==> src/sv/prl_pkg.sv <==
// shared types and constants for the per-second packet rate limiter
// no dependencies; imported by every module of the block
package prl_pkg;

  localparam int unsigned QUEUE_DEPTH_DEF = 2;
  localparam int unsigned CFG_IDX_W       = 2;
  localparam int unsigned NUM_KINDS       = 4;

  // packet kinds
  localparam logic [1:0] OP_TCP_SEND = 2'd0;
  localparam logic [1:0] OP_TCP_RECV = 2'd1;
  localparam logic [1:0] OP_UDP_SEND = 2'd2;
  localparam logic [1:0] OP_UDP_RECV = 2'd3;

  typedef struct packed {
    logic [1:0]  opcode;
    logic [15:0] packet_size;
    logic [31:0] seconds_now;
  } in_t;

  typedef struct packed {
    logic        drop;
    logic [31:0] kind_total;
    logic [31:0] average_segment;
  } out_t;

  // classified event handed from front to back
  typedef struct packed {
    logic        drop;
    logic [31:0] kind_total;
    logic        need_div;
    logic [63:0] dividend;
    logic [31:0] divisor;
  } job_t;

endpackage

==> src/sv/prl_fifo.sv <==
// small register-based job queue between the front and the back part
// depends on prl_pkg (job_t)
module prl_fifo
  import prl_pkg::*;
#(
  parameter int unsigned DEPTH = QUEUE_DEPTH_DEF
) (
  input  logic clk_i,
  input  logic rst_ni,
  input  logic push_i,
  input  job_t data_i,
  output logic full_o,
  input  logic pop_i,
  output logic valid_o,
  output job_t data_o
);

  localparam int unsigned PTR_W = (DEPTH > 1) ? $clog2(DEPTH) : 1;
  localparam int unsigned CNT_W = $clog2(DEPTH + 1);

  job_t             mem_q [DEPTH];
  logic [PTR_W-1:0] wr_ptr_q, wr_ptr_d;
  logic [PTR_W-1:0] rd_ptr_q, rd_ptr_d;
  logic [CNT_W-1:0] cnt_q, cnt_d;

  assign full_o  = (cnt_q == CNT_W'(DEPTH));
  assign valid_o = (cnt_q != '0);
  assign data_o  = mem_q[rd_ptr_q];

  always_comb begin
    wr_ptr_d = wr_ptr_q;
    rd_ptr_d = rd_ptr_q;
    cnt_d    = cnt_q;
    if (push_i) begin
      wr_ptr_d = (wr_ptr_q == PTR_W'(DEPTH - 1)) ? '0 : wr_ptr_q + 1'b1;
    end
    if (pop_i) begin
      rd_ptr_d = (rd_ptr_q == PTR_W'(DEPTH - 1)) ? '0 : rd_ptr_q + 1'b1;
    end
    if (push_i && !pop_i) begin
      cnt_d = cnt_q + 1'b1;
    end else if (pop_i && !push_i) begin
      cnt_d = cnt_q - 1'b1;
    end
  end

  always_ff @(posedge clk_i or negedge rst_ni) begin
    if (!rst_ni) begin
      wr_ptr_q <= '0;
      rd_ptr_q <= '0;
      cnt_q    <= '0;
    end else begin
      wr_ptr_q <= wr_ptr_d;
      rd_ptr_q <= rd_ptr_d;
      cnt_q    <= cnt_d;
    end
  end

  always_ff @(posedge clk_i) begin
    if (push_i) begin
      mem_q[wr_ptr_q] <= data_i;
    end
  end

endmodule

==> src/sv/prl_front.sv <==
// front part: limit registers, window and counters, drop decision, byte total
// depends on prl_pkg (in_t, job_t, opcodes)
module prl_front
  import prl_pkg::*;
(
  input  logic                 clk_i,
  input  logic                 rst_ni,
  input  logic                 in_valid_i,
  output logic                 in_ready_o,
  input  in_t                  in_i,
  input  logic                 cfg_we_i,
  input  logic [CFG_IDX_W-1:0] cfg_idx_i,
  input  logic [31:0]          cfg_data_i,
  input  logic                 q_full_i,
  output logic                 push_o,
  output job_t                 job_o
);

  logic [31:0] lim_q [NUM_KINDS];
  logic [31:0] tot_q [NUM_KINDS];
  logic [31:0] cnt_q [NUM_KINDS];
  logic [31:0] win_q;
  logic [63:0] byte_q;

  logic [1:0]  kind;
  logic [31:0] tcp_next;
  logic        need_div;
  logic        restart;
  logic        drop;
  logic [63:0] byte_d;

  assign in_ready_o = !q_full_i;
  assign push_o     = in_valid_i && !q_full_i;
  assign kind       = in_i.opcode;

  always_comb begin
    tcp_next = tot_q[0] + 32'd1;
    need_div = (kind == OP_TCP_SEND) && (tcp_next != '0) && (in_i.packet_size != '0);
    byte_d   = need_div ? byte_q + {48'd0, in_i.packet_size} : byte_q;
    restart  = in_i.seconds_now > win_q;
    drop     = !restart && (lim_q[kind] != '0) && (cnt_q[kind] >= lim_q[kind]);

    job_o.drop       = drop;
    job_o.kind_total = drop ? tot_q[kind] : tot_q[kind] + 32'd1;
    job_o.need_div   = need_div;
    job_o.dividend   = byte_d;
    job_o.divisor    = tcp_next;
  end

  always_ff @(posedge clk_i or negedge rst_ni) begin
    if (!rst_ni) begin
      for (int i = 0; i < NUM_KINDS; i++) begin
        lim_q[i] <= '0;
        tot_q[i] <= '0;
        cnt_q[i] <= '0;
      end
      win_q  <= '0;
      byte_q <= '0;
    end else begin
      if (cfg_we_i) begin
        lim_q[cfg_idx_i] <= cfg_data_i;
      end
      if (push_o) begin
        byte_q <= byte_d;
        if (restart) begin
          // new window: clear all per-second counts, count this beat
          win_q <= in_i.seconds_now;
          for (int i = 0; i < NUM_KINDS; i++) begin
            cnt_q[i] <= (2'(i) == kind) ? 32'd1 : 32'd0;
          end
          tot_q[kind] <= tot_q[kind] + 32'd1;
        end else if (!drop) begin
          cnt_q[kind] <= cnt_q[kind] + 32'd1;
          tot_q[kind] <= tot_q[kind] + 32'd1;
        end
      end
    end
  end

endmodule

==> src/sv/prl_back.sv <==
// back part: serial 64/32 divider for the average segment size, output register
// depends on prl_pkg (job_t, out_t)
module prl_back
  import prl_pkg::*;
(
  input  logic clk_i,
  input  logic rst_ni,
  input  logic job_valid_i,
  input  job_t job_i,
  output logic pop_o,
  output logic out_valid_o,
  input  logic out_ready_i,
  output out_t out_o
);

  typedef enum logic [1:0] {
    ST_IDLE,
    ST_DIV,
    ST_WB
  } state_e;

  state_e      state_q;
  logic        out_valid_q;
  out_t        out_q;
  logic [31:0] avg_q;
  logic        drop_q;
  logic [31:0] tot_q;
  logic [63:0] dq_q;      // dividend shifts out, quotient shifts in
  logic [31:0] rem_q;
  logic [31:0] div_q;
  logic [5:0]  step_q;

  logic        out_free;
  logic        load_out;
  out_t        out_d;
  logic [32:0] shifted;
  logic        qbit;
  logic [31:0] rem_d;

  assign out_free    = !out_valid_q || out_ready_i;
  assign pop_o       = (state_q == ST_IDLE) && job_valid_i && (job_i.need_div || out_free);
  assign out_valid_o = out_valid_q;
  assign out_o       = out_q;

  always_comb begin
    shifted = {rem_q, dq_q[63]};
    qbit    = (shifted >= {1'b0, div_q});
    rem_d   = qbit ? 32'(shifted - {1'b0, div_q}) : shifted[31:0];
  end

  // result register loads from a plain job or from a finished division
  always_comb begin
    load_out = out_free && ((state_q == ST_WB) ||
                            ((state_q == ST_IDLE) && job_valid_i && !job_i.need_div));
    out_d.drop            = (state_q == ST_WB) ? drop_q : job_i.drop;
    out_d.kind_total      = (state_q == ST_WB) ? tot_q : job_i.kind_total;
    out_d.average_segment = avg_q;
  end

  always_ff @(posedge clk_i or negedge rst_ni) begin
    if (!rst_ni) begin
      state_q     <= ST_IDLE;
      out_valid_q <= 1'b0;
      out_q       <= '0;
      avg_q       <= '0;
      drop_q      <= 1'b0;
      tot_q       <= '0;
      dq_q        <= '0;
      rem_q       <= '0;
      div_q       <= '0;
      step_q      <= '0;
    end else begin
      if (load_out) begin
        out_q       <= out_d;
        out_valid_q <= 1'b1;
      end else if (out_ready_i) begin
        out_valid_q <= 1'b0;
      end
      unique case (state_q)
        ST_IDLE: begin
          if (job_valid_i && job_i.need_div) begin
            drop_q  <= job_i.drop;
            tot_q   <= job_i.kind_total;
            dq_q    <= job_i.dividend;
            div_q   <= job_i.divisor;
            rem_q   <= '0;
            step_q  <= '0;
            state_q <= ST_DIV;
          end
        end
        ST_DIV: begin
          rem_q  <= rem_d;
          dq_q   <= {dq_q[62:0], qbit};
          step_q <= step_q + 1'b1;
          if (step_q == '1) begin
            avg_q   <= {dq_q[30:0], qbit};
            state_q <= ST_WB;
          end
        end
        ST_WB: begin
          if (out_free) begin
            state_q <= ST_IDLE;
          end
        end
        default: state_q <= ST_IDLE;
      endcase
    end
  end

endmodule

==> src/sv/per_second_packet_rate_limiter.sv <==
// Per-second packet rate limiter. Each input beat is one packet event; the front
// part decides drop and updates the window and counters in the cycle it accepts
// the beat, then queues the event. The back part returns one result per event, in
// order. A TCP-sent event with nonzero size refreshes the average segment size with
// a bit-serial 64-by-32 divider (load, 64 divide steps, write-back); any other
// event loads the output register. The front keeps accepting while the queue has
// room, so the queue depth sets how far the front may run ahead of a division in
// progress. Limits are for the user to write through the configuration port only
// while the block is idle; the block itself does not enforce this.
module per_second_packet_rate_limiter
  import prl_pkg::*;
#(
  parameter int unsigned QUEUE_DEPTH = QUEUE_DEPTH_DEF
) (
  input  logic                 clk_i,
  input  logic                 rst_ni,
  input  logic                 in_valid_i,
  output logic                 in_ready_o,
  input  in_t                  in_i,
  output logic                 out_valid_o,
  input  logic                 out_ready_i,
  output out_t                 out_o,
  input  logic                 cfg_we_i,
  input  logic [CFG_IDX_W-1:0] cfg_idx_i,
  input  logic [31:0]          cfg_data_i
);

  logic push;
  logic pop;
  logic q_full;
  logic q_valid;
  job_t job_in;
  job_t job_out;

  prl_front u_front (
    .clk_i      (clk_i),
    .rst_ni     (rst_ni),
    .in_valid_i (in_valid_i),
    .in_ready_o (in_ready_o),
    .in_i       (in_i),
    .cfg_we_i   (cfg_we_i),
    .cfg_idx_i  (cfg_idx_i),
    .cfg_data_i (cfg_data_i),
    .q_full_i   (q_full),
    .push_o     (push),
    .job_o      (job_in)
  );

  prl_fifo #(
    .DEPTH (QUEUE_DEPTH)
  ) u_fifo (
    .clk_i   (clk_i),
    .rst_ni  (rst_ni),
    .push_i  (push),
    .data_i  (job_in),
    .full_o  (q_full),
    .pop_i   (pop),
    .valid_o (q_valid),
    .data_o  (job_out)
  );

  prl_back u_back (
    .clk_i       (clk_i),
    .rst_ni      (rst_ni),
    .job_valid_i (q_valid),
    .job_i       (job_out),
    .pop_o       (pop),
    .out_valid_o (out_valid_o),
    .out_ready_i (out_ready_i),
    .out_o       (out_o)
  );

endmodule

==> config.mk <==
export PLATFORM = sky130hd
export DESIGN_NAME = per_second_packet_rate_limiter
export DESIGN_NICKNAME = d
export VERILOG_FILES = /design/src/sv/prl_pkg.sv /design/src/sv/prl_fifo.sv /design/src/sv/prl_front.sv /design/src/sv/prl_back.sv /design/src/sv/per_second_packet_rate_limiter.sv
export SDC_FILE = /design/constraint.sdc
export NUM_CORES = 2
export LEC_CHECK = 0
export BUFFER_PORTS_ARGS = -buffer_cell sky130_fd_sc_hd__buf_2
export CAP_MARGIN = 20
export CORE_MARGIN = 10
export CORE_UTILIZATION = 67
export CTS_CLUSTER_DIAMETER = 60
export DETAILED_ROUTE_END_ITERATION = 8
export GPL_TIMING_DRIVEN = 1
export PLACE_DENSITY = 0.83
export SLEW_MARGIN = 15
export SYNTH_ARGS = -nofsm -noshare
export SYNTH_HDL_FRONTEND = slang
export SYNTH_SLANG_ARGS = --single-unit
==> constraint.sdc <==
create_clock -name clk_i -period 12.8 [get_ports clk_i]
set_input_delay 0.64 -clock clk_i [delete_from_list [all_inputs] [get_ports clk_i]]
set_output_delay 0.64 -clock clk_i [all_outputs]
set_load 0.02 [all_outputs]
==> summary.md <==
| Metric | Value |
|---|---|
| Yosys top cell area share | `0.389` |
| Row Count | `98` |
| Total track usage | `0.266` |
| Wire per inst | `22.3 um` |
| EDFF count, synth | `260` |
| Crit path launch | `in_i[48]` |
| Worst hold slack | `0.0164 ns` |
| Sink Count | `1011` |
| Routed vias/inst | `6.44` |
| First-pass GRT wire length | `178000 um` |
| Dpl hpwl | `70500 um` |
| Register area share after synthesis | `0.550` |
| Net Count, Synth | `4075` |
| I/O Pins | `156` |
| Final Cell Area | `53500 um^2` |
| Endpoints failing setup | `0` |
| Drt total wl | `111000 um` |
| RSZ-0062 raised after global routing | `no` |
| Reg2Reg Launch Point | `u_front.lim_q[13]` |
| Overflow after GRT | `0` |
| Worst-path fanout max | `56` |
| Vias in the first global route | `32300` |
| Most frequent cells in the layout | `dfrtp_1, mux2_2, edfxtp_1` |
| Fin crit period | `5.80 ns` |
| Cell taking the most area after synthesis | `dfrtp_1` |
| Critical path arrival | `6.35 ns` |
| Depth of the CTS H-tree | `3` |
| CTS tree | `done` |
| Setup_tns | `0 ns` |
| DR vias | `32100` |
| Fmax | `0.172 GHz` |
| Worst Skew | `0.0458 ns` |
| Mean Syn Cell Area | `12.5 um^2` |
| Initial antenna violation count | `2` |
| Fillers | `4356` |
| Outcome | `complete, no violations` |
| Largest net degree at the start of global routing | `169` |
| CTS Root Cell | `clkbuf_16` |
| Hold buffers post-CTS | `0` |
| Pins Over Slew Limit | `0` |
| CTS buffer count | `103` |
| Max Cap Violations | `0` |
| Longest Clk Path Bufs | `3` |
| Worst setup EP type | `register` |
| Leakage Power | `0.0239 uW` |
| Global placement routability congestion | `0.886` |
| Initial drt markers | `2786` |
| Cts repair resizes | `0` |
| Drt first pass iters | `6` |
| # diodes | `0` |
| Commonest non-fill, non-tap cell in the layout | `dfrtp_1` |
| Placed cells | `4794` |
| Die Span Y | `289 um` |
| Die Width | `289 um` |
| Crit Path Class | `in2reg` |
| Nets | `4159` |
| Share of cells above drive strength 1 | `0.228` |
| Worst slew pin tran | `1.14 ns` |
| Worst Path Required | `13.35 ns` |
| Placed Instance Area | `49800 um^2` |
| Max transition margin | `0.241` |
| Final period utilization | `0.453` |
| Power Density | `205 nW/um^2` |
| Predominant post-synthesis flop cell | `dfrtp_1` |
| Core footprint | `71500 um^2` |
| Ranking of synthesized cells by area | `dfrtp_1, edfxtp_1, mux2_2` |
| Final Non-Filler Cells | `4986` |
| Syn Std Cell Area | `48400 um^2` |
| Die ar. | `83300 um^2` |
| CP Launch Type | `primary input` |
| DRT antenna net count | `0` |
| Clk slew on worst S/H paths | `0.06 ns` |
| Syn Inst Count | `3867` |
| Yosys Warn Count | `0` |
| Hold Crit Class | `in2async` |
| Max rail drop VDD | `163 uV` |
| Starting density of the core | `0.676` |
| FFs w/ async S/R, synth | `0.743` |
| Syn-to-layout area delta | `10.6%` |
| Register bit count reported by yosys | `1011` |
| Cell variety after synth | `84` |
| Fin. Hold Viols | `0` |
| # port buffers | `155` |
| Setup repair bufs after CTS | `0` |
| Drc violations | `0` |
| Worst skew pair latency | `0.70 ns` |
[path summary, 6_finish.rpt]
path                                       to  slack, ns  depth (start not counted)
hold / removal              u_front.win_q[14]       0.02                          1
setup / recovery           u_front.tot_q[106]       7.00                         14
hold reg to reg              u_back.out_o[42]       0.47                          2
setup reg to reg           u_front.tot_q[106]       8.15                         13
min in group clk_i          u_front.win_q[17]       0.19                          3
max in group asynchronous    u_back.out_o[56]       9.80                          4
[layer usage]
metal  vias to the layer above  global-route usage  wire length [um]
li1                      14300                   -                 -
met1                     16200               0.370             46900
met2                      1262               0.427             53300
met3                       241              0.0425              7390
met4                         4              0.0902              3340
met5                         -                   0                29
[where the power goes]
part	total (uW)	switching (uW)	internal, uW
sequential	4530	429	4100
combinational	3220	1850	1370
clock	3190	1320	1870
[sequential cells by signal (all words and copies together), names as in the netlist, 2 cells and up]
register	flops
u_back.avg_q	32
u_back.div_q	32
u_back.dq_q	64
u_back.out_o	65
u_back.rem_q	32
u_back.state_q	2
u_back.step_q	6
u_back.tot_q	32
u_fifo.cnt_q	2
u_fifo.mem_q	260
u_front.byte_q	64
u_front.cnt_q	128
u_front.lim_q	128
u_front.tot_q	128
u_front.win_q	32
[critical path: stages]
cell and delay, ns:
buf_6 0.57, buf_4 0.85, mux4_2 0.66, ha_1 0.32, a21o_1 0.19, a21o_1 0.17
a21oi_1 0.20, o41ai_1 0.11, nor3_1 0.15, nand3_1 0.15, o21ai_4 0.42, and3_2 0.93
buf_4 0.52, mux2_2 0.38
[area by class of cell]
| cell class | count | area [um^2] | share of cell area |
|---|---|---|---|
| Sequential cell | 1011 | 26600 | 0.498 |
| Multi-Input combinational cell | 2495 | 20300 | 0.380 |
| Clock buffer | 129 | 2790 | 0.0521 |
| Timing Repair Buffer | 202 | 1190 | 0.0223 |
| Tap cell | 950 | 1190 | 0.0222 |
| Clock inverter | 61 | 863 | 0.0161 |
| Inverter | 138 | 518 | 0.00969 |
[cells by family (layout without fill, tap and decap cells)]
family | after synthesis | count (layout) | synth area share
AND/OR/NAND/NOR | 893 | 893 | 0.0895
XOR/XNOR | 244 | 244 | 0.0442
adder cells (fa/ha/maj) | 119 | 119 | 0.0311
AO/OA/AOI/OAI | 620 | 620 | 0.0906
buffers and inverters | 361 | 530 | 0.0312
flip-flops | 1011 | 1011 | 0.550
multiplexers | 619 | 619 | 0.163
[cells in the mapped netlist (all sizes together) (13+ instances only)]
library cell and number:
o221a 44, mux4 95, a22o 130, nand2 256, o21ai 140, and2 17
nor3 76, a221o 19, xor2 128, o21a 14, a21oi 161, or3 17
buf 87, mux2i 157, dfrtp 751, clkbuf 136, ha 117, nor2b 13
xnor2 116, and4 17, nor2 225, a21o 38, nor4 42, and3 27
nand3 85, nand4 61, edfxtp 260, inv 138, nand2b 20, mux2 367
[stage by stage]
stage,setup WS [ns],utilization,power [uW]
global placement,5.69,0.696,7580
global route,6.57,0.748,11500
floorplan,5.69,-,6880
detailed placement,5.63,0.696,7730
finish,7.00,0.748,10900
CTS,6.38,0.747,10900
No activity file was read; power rests on OpenSTA's default activity.
